===== src/sv/ftfp_pkg.sv =====
// Shared types and constants of the fixed-timestep frame pacer.
// Used by the configuration bank, the arithmetic unit and the top level.
package ftfp_pkg;

  // Number of vsync period slots and how many of them are checked.
  localparam int unsigned SnapSlots = 5;
  localparam int unsigned SnapCount = 5;

  // A frame delta above this many frame periods counts as a stall.
  localparam int unsigned SlowFrames = 8;

  // Largest number of updates that one frame can release.
  localparam logic [3:0] MaxDue = 4'd8;

  // Configuration register indexes.
  localparam logic [2:0] CFG_FRAME_PERIOD   = 3'd0;
  localparam logic [2:0] CFG_SNAP_TOLERANCE = 3'd1;
  localparam logic [2:0] CFG_SNAP_PERIOD_A  = 3'd2;
  localparam logic [2:0] CFG_SNAP_PERIOD_B  = 3'd3;
  localparam logic [2:0] CFG_SNAP_PERIOD_C  = 3'd4;
  localparam logic [2:0] CFG_SNAP_PERIOD_D  = 3'd5;
  localparam logic [2:0] CFG_SNAP_PERIOD_E  = 3'd6;
  localparam logic [2:0] CFG_BATCH_SIZE     = 3'd7;

  // Operation codes of the shared add/subtract unit.
  localparam logic ALU_ADD = 1'b0;
  localparam logic ALU_SUB = 1'b1;

  // Current configuration as seen by the sequencer.
  typedef struct packed {
    logic [15:0]                frame_period;
    logic [15:0]                snap_tolerance;
    logic [SnapSlots-1:0][15:0] snap_period;
    logic [3:0]                 batch_size;
  } cfg_t;

  // Request to the shared arithmetic unit.
  typedef struct packed {
    logic        op;
    logic [31:0] a;
    logic [31:0] b;
  } alu_req_t;

  // Answer of the shared arithmetic unit. For a subtract, borrow means a < b;
  // for an add it is the carry out.
  typedef struct packed {
    logic [31:0] res;
    logic        borrow;
  } alu_rsp_t;

endpackage


===== src/sv/ftfp_cfg.sv =====
// Configuration register bank of the frame pacer.
// Depends on ftfp_pkg for the register indexes and the cfg_t struct.
module ftfp_cfg import ftfp_pkg::*; (
  input  logic        clk_i,
  input  logic        rst_ni,
  input  logic        cfg_we_i,
  input  logic [2:0]  cfg_idx_i,
  input  logic [15:0] cfg_data_i,
  output cfg_t        cfg_o
);

  cfg_t cfg_q;

  // One register is written per enabled beat; there is no read-back.
  always_ff @(posedge clk_i or negedge rst_ni) begin
    if (!rst_ni) begin
      cfg_q.frame_period   <= 16'd16;
      cfg_q.snap_tolerance <= 16'd0;
      cfg_q.snap_period[0] <= 16'd66;
      cfg_q.snap_period[1] <= 16'd33;
      cfg_q.snap_period[2] <= 16'd16;
      cfg_q.snap_period[3] <= 16'd8;
      cfg_q.snap_period[4] <= 16'd4;
      cfg_q.batch_size     <= 4'd1;
    end else if (cfg_we_i) begin
      unique case (cfg_idx_i)
        CFG_FRAME_PERIOD:   cfg_q.frame_period   <= cfg_data_i;
        CFG_SNAP_TOLERANCE: cfg_q.snap_tolerance <= cfg_data_i;
        CFG_SNAP_PERIOD_A:  cfg_q.snap_period[0] <= cfg_data_i;
        CFG_SNAP_PERIOD_B:  cfg_q.snap_period[1] <= cfg_data_i;
        CFG_SNAP_PERIOD_C:  cfg_q.snap_period[2] <= cfg_data_i;
        CFG_SNAP_PERIOD_D:  cfg_q.snap_period[3] <= cfg_data_i;
        CFG_SNAP_PERIOD_E:  cfg_q.snap_period[4] <= cfg_data_i;
        CFG_BATCH_SIZE:     cfg_q.batch_size     <= cfg_data_i[3:0];
        default:            cfg_q                <= cfg_q;
      endcase
    end
  end

  assign cfg_o = cfg_q;

endmodule


===== src/sv/ftfp_alu.sv =====
// Shared 32-bit add/subtract unit with carry or borrow out.
// Depends on ftfp_pkg for the request and answer structs.
module ftfp_alu import ftfp_pkg::*; (
  input  alu_req_t req_i,
  output alu_rsp_t rsp_o
);

  logic [31:0] b_op;
  logic [32:0] sum;

  // A subtract adds the inverted operand plus one; the carry then means no borrow.
  always_comb begin
    b_op = (req_i.op == ALU_SUB) ? ~req_i.b : req_i.b;
    sum  = {1'b0, req_i.a} + {1'b0, b_op} + {32'd0, (req_i.op == ALU_SUB)};
    rsp_o.res    = sum[31:0];
    rsp_o.borrow = (req_i.op == ALU_SUB) ? ~sum[32] : sum[32];
  end

endmodule


===== src/sv/fixed_timestep_frame_pacer.sv =====
// Top level of the fixed-timestep frame pacer: sequencer, state and output register.
// Depends on ftfp_pkg, ftfp_cfg and ftfp_alu.
//
// One timestamp beat yields one result beat. The arithmetic steps run
// through a single shared 32-bit add/subtract unit under a small sequencer
// (the batch step product and the due count are formed apart): delta and
// stall clamp, each vsync candidate in one or two subtracts and a tolerance
// compare, accumulate and reset check, one loop pass per released batch plus
// one final compare, then the running total and the output load. How long an
// item occupies the block after acceptance is set mostly by the snap search
// and the batch loop, plus any wait for the output register to be emptied.
// The input is not ready during that time; a finished result sits in an
// output register, so the next timestamp can be taken while the previous
// result waits to be collected.
module fixed_timestep_frame_pacer import ftfp_pkg::*; (
  input  logic        clk_i,
  input  logic        rst_ni,
  input  logic        cfg_we_i,
  input  logic [2:0]  cfg_idx_i,
  input  logic [15:0] cfg_data_i,
  input  logic        in_valid_i,
  output logic        in_ready_o,
  input  logic [31:0] timestamp_i,
  input  logic        reset_request_i,
  output logic        out_valid_o,
  input  logic        out_ready_i,
  output logic [18:0] delta_used_o,
  output logic [3:0]  updates_due_o,
  output logic [31:0] update_total_o,
  output logic        was_snapped_o,
  output logic        was_reset_o
);

  // Sequencer state codes.
  localparam logic [3:0] S_IDLE = 4'd0;
  localparam logic [3:0] S_DIFF = 4'd1;
  localparam logic [3:0] S_LIM  = 4'd2;
  localparam logic [3:0] S_SUB  = 4'd3;
  localparam logic [3:0] S_NEG  = 4'd4;
  localparam logic [3:0] S_TOL  = 4'd5;
  localparam logic [3:0] S_ADD  = 4'd6;
  localparam logic [3:0] S_CHK  = 4'd7;
  localparam logic [3:0] S_BAT  = 4'd8;
  localparam logic [3:0] S_TOT  = 4'd9;
  localparam logic [3:0] S_FIN  = 4'd10;

  localparam logic [2:0] LastSnap = 3'(SnapCount - 1);

  cfg_t     cfg;
  alu_req_t alu_req;
  alu_rsp_t alu_rsp;

  logic [3:0]  state_q, state_d;
  logic [31:0] now_q, now_d;
  logic        req_q, req_d;
  logic [31:0] prev_q, prev_d;
  logic [31:0] delta_q, delta_d;
  logic [31:0] absdiff_q, absdiff_d;
  logic [2:0]  idx_q, idx_d;
  logic        snapped_q, snapped_d;
  logic        cleared_q, cleared_d;
  logic        pending_q, pending_d;
  logic [21:0] acc_q, acc_d;
  logic [19:0] step_q, step_d;
  logic [3:0]  due_q, due_d;
  logic [31:0] issued_q, issued_d;
  logic        out_valid_q, out_valid_d;
  logic [18:0] out_delta_q;
  logic [3:0]  out_due_q;
  logic [31:0] out_total_q;
  logic        out_snapped_q;
  logic        out_reset_q;

  logic [3:0]  batch_n;
  logic [18:0] limit;
  logic [15:0] snap_p;
  logic        in_beat;
  logic        out_load;

  ftfp_cfg u_cfg (
    .clk_i      (clk_i),
    .rst_ni     (rst_ni),
    .cfg_we_i   (cfg_we_i),
    .cfg_idx_i  (cfg_idx_i),
    .cfg_data_i (cfg_data_i),
    .cfg_o      (cfg)
  );

  ftfp_alu u_alu (
    .req_i (alu_req),
    .rsp_o (alu_rsp)
  );

  // Derived configuration values: a batch size of zero acts as one.
  assign batch_n = (cfg.batch_size == 4'd0) ? 4'd1 : cfg.batch_size;
  assign limit   = {cfg.frame_period, 3'b000};
  assign snap_p  = cfg.snap_period[idx_q];

  assign in_ready_o = (state_q == S_IDLE);
  assign in_beat    = in_valid_i && in_ready_o;
  assign out_load   = (state_q == S_FIN) && (!out_valid_q || out_ready_i);

  // Operand selection for the shared unit.
  always_comb begin
    alu_req = '{op: ALU_SUB, a: 32'd0, b: 32'd0};
    unique case (state_q)
      S_DIFF:  alu_req = '{op: ALU_SUB, a: now_q, b: prev_q};
      S_LIM:   alu_req = '{op: ALU_SUB, a: {13'd0, limit}, b: delta_q};
      S_SUB:   alu_req = '{op: ALU_SUB, a: delta_q, b: {16'd0, snap_p}};
      S_NEG:   alu_req = '{op: ALU_SUB, a: {16'd0, snap_p}, b: delta_q};
      S_TOL:   alu_req = '{op: ALU_SUB, a: {16'd0, cfg.snap_tolerance}, b: absdiff_q};
      S_ADD:   alu_req = '{op: ALU_ADD, a: {10'd0, acc_q}, b: delta_q};
      S_CHK:   alu_req = '{op: ALU_SUB, a: {13'd0, limit}, b: {10'd0, acc_q}};
      S_BAT:   alu_req = '{op: ALU_SUB, a: {10'd0, acc_q}, b: {12'd0, step_q}};
      S_TOT:   alu_req = '{op: ALU_ADD, a: issued_q, b: {28'd0, due_q}};
      default: alu_req = '{op: ALU_SUB, a: 32'd0, b: 32'd0};
    endcase
  end

  // Sequencer.
  always_comb begin
    state_d     = state_q;
    now_d       = now_q;
    req_d       = req_q;
    prev_d      = prev_q;
    delta_d     = delta_q;
    absdiff_d   = absdiff_q;
    idx_d       = idx_q;
    snapped_d   = snapped_q;
    cleared_d   = cleared_q;
    pending_d   = pending_q;
    acc_d       = acc_q;
    step_d      = step_q;
    due_d       = due_q;
    issued_d    = issued_q;
    out_valid_d = out_valid_q;

    if (out_valid_q && out_ready_i) begin
      out_valid_d = 1'b0;
    end

    unique case (state_q)
      S_IDLE: begin
        if (in_beat) begin
          now_d     = timestamp_i;
          req_d     = reset_request_i;
          step_d    = {4'd0, cfg.frame_period} * {16'd0, batch_n};
          snapped_d = 1'b0;
          cleared_d = 1'b0;
          state_d   = S_DIFF;
        end
      end
      // A clock that did not advance gives one frame period.
      S_DIFF: begin
        if (!alu_rsp.borrow && (alu_rsp.res != 32'd0)) begin
          delta_d = alu_rsp.res;
        end else begin
          delta_d = {16'd0, cfg.frame_period};
        end
        prev_d  = now_q;
        state_d = S_LIM;
      end
      // A delta longer than eight periods is a stall and is replaced.
      S_LIM: begin
        if (alu_rsp.borrow) begin
          delta_d = {16'd0, cfg.frame_period};
        end
        idx_d   = 3'd0;
        state_d = S_SUB;
      end
      // Absolute distance to the current candidate, in one or two subtracts.
      S_SUB: begin
        if (alu_rsp.borrow) begin
          state_d = S_NEG;
        end else begin
          absdiff_d = alu_rsp.res;
          state_d   = S_TOL;
        end
      end
      S_NEG: begin
        absdiff_d = alu_rsp.res;
        state_d   = S_TOL;
      end
      // The first candidate within tolerance wins.
      S_TOL: begin
        if (!alu_rsp.borrow) begin
          delta_d   = {16'd0, snap_p};
          snapped_d = 1'b1;
          state_d   = S_ADD;
        end else if (idx_q == LastSnap) begin
          state_d = S_ADD;
        end else begin
          idx_d   = idx_q + 3'd1;
          state_d = S_SUB;
        end
      end
      S_ADD: begin
        acc_d   = alu_rsp.res[21:0];
        state_d = S_CHK;
      end
      // Pending, requested or overflow reset clears the accumulator.
      S_CHK: begin
        if (pending_q || req_q || alu_rsp.borrow) begin
          acc_d     = 22'd0;
          delta_d   = {16'd0, cfg.frame_period};
          snapped_d = 1'b0;
          cleared_d = 1'b1;
          pending_d = 1'b0;
        end
        due_d   = 4'd0;
        state_d = (cfg.frame_period != 16'd0) ? S_BAT : S_TOT;
      end
      // Release one whole batch per cycle while it fits.
      S_BAT: begin
        if (!alu_rsp.borrow) begin
          acc_d = alu_rsp.res[21:0];
          due_d = due_q + batch_n;
        end else begin
          state_d = S_TOT;
        end
      end
      S_TOT: begin
        issued_d = alu_rsp.res;
        state_d  = S_FIN;
      end
      S_FIN: begin
        if (out_load) begin
          out_valid_d = 1'b1;
          state_d     = S_IDLE;
        end
      end
      default: state_d = S_IDLE;
    endcase
  end

  // Control and architectural state.
  always_ff @(posedge clk_i or negedge rst_ni) begin
    if (!rst_ni) begin
      state_q     <= S_IDLE;
      prev_q      <= 32'd0;
      acc_q       <= 22'd0;
      pending_q   <= 1'b1;
      issued_q    <= 32'd0;
      out_valid_q <= 1'b0;
      idx_q       <= 3'd0;
      due_q       <= 4'd0;
    end else begin
      state_q     <= state_d;
      prev_q      <= prev_d;
      acc_q       <= acc_d;
      pending_q   <= pending_d;
      issued_q    <= issued_d;
      out_valid_q <= out_valid_d;
      idx_q       <= idx_d;
      due_q       <= due_d;
    end
  end

  // Working registers of the current item.
  always_ff @(posedge clk_i) begin
    now_q     <= now_d;
    req_q     <= req_d;
    delta_q   <= delta_d;
    absdiff_q <= absdiff_d;
    snapped_q <= snapped_d;
    cleared_q <= cleared_d;
    step_q    <= step_d;
  end

  // Output register holds a finished result until its beat is taken.
  always_ff @(posedge clk_i) begin
    if (out_load) begin
      out_delta_q   <= delta_q[18:0];
      out_due_q     <= due_q;
      out_total_q   <= issued_q;
      out_snapped_q <= snapped_q;
      out_reset_q   <= cleared_q;
    end
  end

  assign out_valid_o    = out_valid_q;
  assign delta_used_o   = out_delta_q;
  assign updates_due_o  = out_due_q;
  assign update_total_o = out_total_q;
  assign was_snapped_o  = out_snapped_q;
  assign was_reset_o    = out_reset_q;

  // A frame never releases more than eight updates.
  assert property (@(posedge clk_i) disable iff (!rst_ni) due_q <= MaxDue)
    else $error("updates due exceed eight");

  // During the batch loop the accumulator stays within eight frame periods.
  assert property (@(posedge clk_i) disable iff (!rst_ni)
    (state_q == S_BAT) |-> (acc_q <= {3'b000, limit}))
    else $error("accumulator above eight periods in batch loop");

  // Loading the output register presents a result and frees the input.
  assert property (@(posedge clk_i) disable iff (!rst_ni)
    out_load |=> (out_valid_q && (state_q == S_IDLE)))
    else $error("finished result not presented");

  // No update is counted before the first reset has been taken.
  assert property (@(posedge clk_i) disable iff (!rst_ni)
    pending_q |-> (issued_q == 32'd0))
    else $error("updates counted before the initial reset");

endmodule


===== config.mk =====
export PLATFORM = sky130hd
export DESIGN_NAME = fixed_timestep_frame_pacer
export DESIGN_NICKNAME = d
export VERILOG_FILES = /design/src/sv/ftfp_pkg.sv /design/src/sv/ftfp_cfg.sv /design/src/sv/ftfp_alu.sv /design/src/sv/fixed_timestep_frame_pacer.sv
export SDC_FILE = /design/constraint.sdc
export NUM_CORES = 1
export LEC_CHECK = 0
export BUFFER_PORTS_ARGS = -buffer_cell sky130_fd_sc_hd__buf_2
export CAP_MARGIN = 20
export CORE_ASPECT_RATIO = 1.25
export CORE_MARGIN = 2
export CORE_UTILIZATION = 45
export CTS_CLUSTER_DIAMETER = 60
export CTS_CLUSTER_SIZE = 25
export DETAILED_ROUTE_END_ITERATION = 12
export GPL_TIMING_DRIVEN = 0
export PLACE_DENSITY_LB_ADDON = 0.12
export SLEW_MARGIN = 20
export SYNTH_ARGS = -nofsm -noshare
export SYNTH_HDL_FRONTEND = slang
export SYNTH_SLANG_ARGS = --single-unit
export TNS_END_PERCENT = 100

===== constraint.sdc =====
create_clock -name clk_i -period 7.9 [get_ports clk_i]
set_input_delay 1.58 -clock clk_i [delete_from_list [all_inputs] [get_ports clk_i]]
set_output_delay 1.58 -clock clk_i [all_outputs]
set_load 0.02 [all_outputs]

==> flow_metrics.env <==
export IMPL_post_route_min_period_ns=7.73
export IMPL_slew_viol_final=0
export IMPL_maxCapViolCount=0
export IMPL_cts_sinks=391
export IMPL_overflow=0
export IMPL_synth_edf_count=176
export IMPL_syn2layout_area_growth_pct=13.5
export IMPL_core_area_um2=45900
export IMPL_final_cell_count_no_fill=2670
export IMPL_tightest_slew_ns=1.09
export IMPL_status="finished, final reports clean"
export IMPL_final_net_count=2206
export IMPL_firstDrtPassIters=6
export IMPL_slowest_delay_ns=0.67
export IMPL_skew_ns=0.0308
export IMPL_ant_nets=0
export IMPL_setup_viol=0
export IMPL_critPathKind="reg2reg"
export IMPL_io_pins=116
export IMPL_worstPathRequired_ns=8.20
export IMPL_crit_fanout=10
export IMPL_hp_class="reg2reg"
export IMPL_cp_slowest_cell="xor2_1"
export IMPL_end_kind="flop"
export IMPL_post_drt_wl_per_cell_um=25.2
export IMPL_yosys_cell_types_count=96
export IMPL_place_gp_congestion=0.967
export IMPL_cts_made_buffers=34
export IMPL_initial_core_util=0.452
export IMPL_clock_path_buffers=3
export IMPL_path_clk_slew_ns=0.09
export IMPL_syn_avg_cell_area_um2=10.9
export IMPL_start_kind="flop"
export IMPL_grtUsageTotal=0.285
export IMPL_dieArea_um2=47900
export IMPL_rr_worst_depth=20
export IMPL_grt_max_degree=89
export IMPL_fmax_mhz=129
export IMPL_antenna_cells=0
export IMPL_final_common_cell="nand2_1"
export IMPL_hpwl_um=52100
export IMPL_holdCritStartpoint="cleared_q"
export IMPL_post_cts_buffers=0
export IMPL_drc_errors=0
export IMPL_htree_levels=2
export IMPL_rr_endpoint="delta_q[9]"
export IMPL_antenna_found_initial=0
export IMPL_dieWidth_um=196
export IMPL_netlist_instances=1898
export IMPL_die_h_um=244
export IMPL_dp_cells=2608
export IMPL_mostFrequentLayoutCells="288 x nand2_1, 205 x dfrtp_1, 176 x edfxtp_1"
export IMPL_routed_wl_um=67200
export IMPL_grt_pass1_wl_um=101000
export IMPL_cpLargestDelayFamily="simple AND/OR/NAND/NOR gates"
export IMPL_ys_seq_area_frac=0.514
export IMPL_reg2reg_slack_ns=0.17
export IMPL_hold_depth=0
export IMPL_ys_warn_count=0
export IMPL_routed_via_density=5.96
export IMPL_grt_pass1_vias=16057
export IMPL_reg2reg_from="state_q[0]"
export IMPL_root_buffer="clkbuf_16"
export IMPL_rsz0062_at_grt="no"
export IMPL_drtIter0Drc=1328
export IMPL_portBuffers=112
export IMPL_final_hold_violation_count=0
export IMPL_cp_cell_sequence="clkbuf_4, clkbuf_1, a21oi_1, o22ai_1, buf_1, mux2i_1, fa_1, a21oi_1, o221a_2, xor2_1, nand4_1, nor4_1, nand4_1, nand4b_1, or4_1, nor3_1, nand4_1, nand2b_2, buf_2, o221ai_1"
export IMPL_holdPathEnd="was_reset_o"
export IMPL_crit_path_frequent_cell="nand4_1"
export IMPL_cts_hold_buffers=0
export IMPL_synth_nets=2045
export IMPL_slew_headroom=0.267
export IMPL_final_layout_size_suffix_gt1_frac=0.177
export IMPL_rows=88
export IMPL_crit_buf_inv=4
export IMPL_cp_depth=20
export IMPL_ys_async_sr_fraction=0.550
export IMPL_clock_latency_ns=0.59
export IMPL_critPathArrivalTime_ns=8.04
export IMPL_synth_main_ff_cell="dfrtp_1"
export IMPL_min_period_over_period=0.979
export IMPL_vias=15917
export IMPL_ys_ff_latch=391
export IMPL_tritoncts="done"
export IMPL_synth_area_um2=20800
## cell type report
class / count / area (um2)
clock buffer: 40 / 968
multi-input combinational: 1284 / 9290
tap: 585 / 732
sequential: 391 / 10700
timing repair buffer: 125 / 759
fill: 4135 / 22300
buffer: 107 / 449
inverter: 116 / 438
clock inverter: 22 / 254
## synthesized netlist by cell type (11+ instances only)
| library cell | count | area share |
|---|---|---|
| nand2_1 | 289 | 0.052 |
| dfrtp_1 | 205 | 0.25 |
| edfxtp_1 | 176 | 0.25 |
| inv_1 | 115 | 0.021 |
| mux2_2 | 100 | 0.054 |
| a21oi_1 | 92 | 0.022 |
| nor2_1 | 89 | 0.016 |
| o21ai_0 | 86 | 0.021 |
| clkbuf_1 | 81 | 0.015 |
| mux2i_1 | 65 | 0.031 |
| ha_1 | 60 | 0.036 |
| nand3_1 | 53 | 0.013 |
| a222oi_1 | 42 | 0.020 |
| a22o_1 | 34 | 0.014 |
| a22oi_1 | 31 | 0.011 |
| fa_1 | 30 | 0.029 |
| and2_1 | 27 | 0.0081 |
| xnor2_1 | 23 | 0.0097 |
| nor3_1 | 21 | 0.0051 |
| o22ai_1 | 19 | 0.0057 |
| a221o_1 | 17 | 0.0082 |
| buf_1 | 14 | 0.0025 |
| nand2b_1 | 13 | 0.0039 |
| a21o_1 | 11 | 0.0040 |
## kinds of logic after synthesis
logic type | count (synthesis) | synth area share
adders and majority gates | 90 | 0.0651
muxes | 167 | 0.0874
buffers and inverters | 223 | 0.0419
DFF | 391 | 0.514
AOI/OAI and AO/OA | 431 | 0.153
and+or+nand+nor | 563 | 0.124
xor gates and xnor gates | 33 | 0.0146
## timing repair
action / CTS / global route
resized for setup: 7 / 16
pin swaps: 0 / 0
setup endpoints to repair: 20 / 68
## how the worst max path moves through the flow
stage,start,to,slack (ns)
floorplan,state_q[0],delta_q[0],0.52
global placement,state_q[0],delta_q[18],-3.63
detailed placement,state_q[0],delta_q[10],-0.32
CTS,state_q[0],delta_q[9],0.04
global route,state_q[0],delta_q[9],0.002
finish,state_q[0],delta_q[9],0.17
## layer usage
layer / up-vias / track usage / part of all wire
li1: 7269 / - / -
met3: 156 / 0.0334 / 0.055
met2: 614 / 0.505 / 0.51
met1: 7878 / 0.346 / 0.39
met5: - / 0 / 0
met4: 0 / 0.135 / 0.049
## through the flow
| stage | worst slack (ns) | instance area, um2 | utilization | hold slack [ns] | setup TNS (ns) |
|---|---|---|---|---|---|
| global placement | -3.63 | 22100 | 0.480 | 0.408 | -254.87 |
| detailed placement | -0.319 | 22300 | 0.486 | 0.409 | -4.81 |
| finish | 0.168 | 23600 | 0.513 | 0.424 | 0 |
| CTS | 0.0396 | 23500 | 0.513 | 0.426 | 0 |
| global route | 0.00154 | 23600 | 0.513 | 0.444 | 0 |
| floorplan | 0.519 | 20800 | - | 0.400 | 0 |
## registers in the layout, summed over array words and instances (netlist names)
name            cells
out_valid_o         1
absdiff_q          32
update_total_o     32
snapped_q           1
delta_q            32
req_q               1
due_q               4
idx_q               3
cleared_q           1
delta_used_o       19
u_cfg.cfg_o       116
issued_q           32
state_q             4
prev_q             32
was_snapped_o       1
was_reset_o         1
updates_due_o       4
step_q             20
now_q              32
acc_q              22
pending_q           1
Power is left out: the tool's default activity adds up to more than one toggle a clock period on the data nets, which glitch-free logic cannot reach.
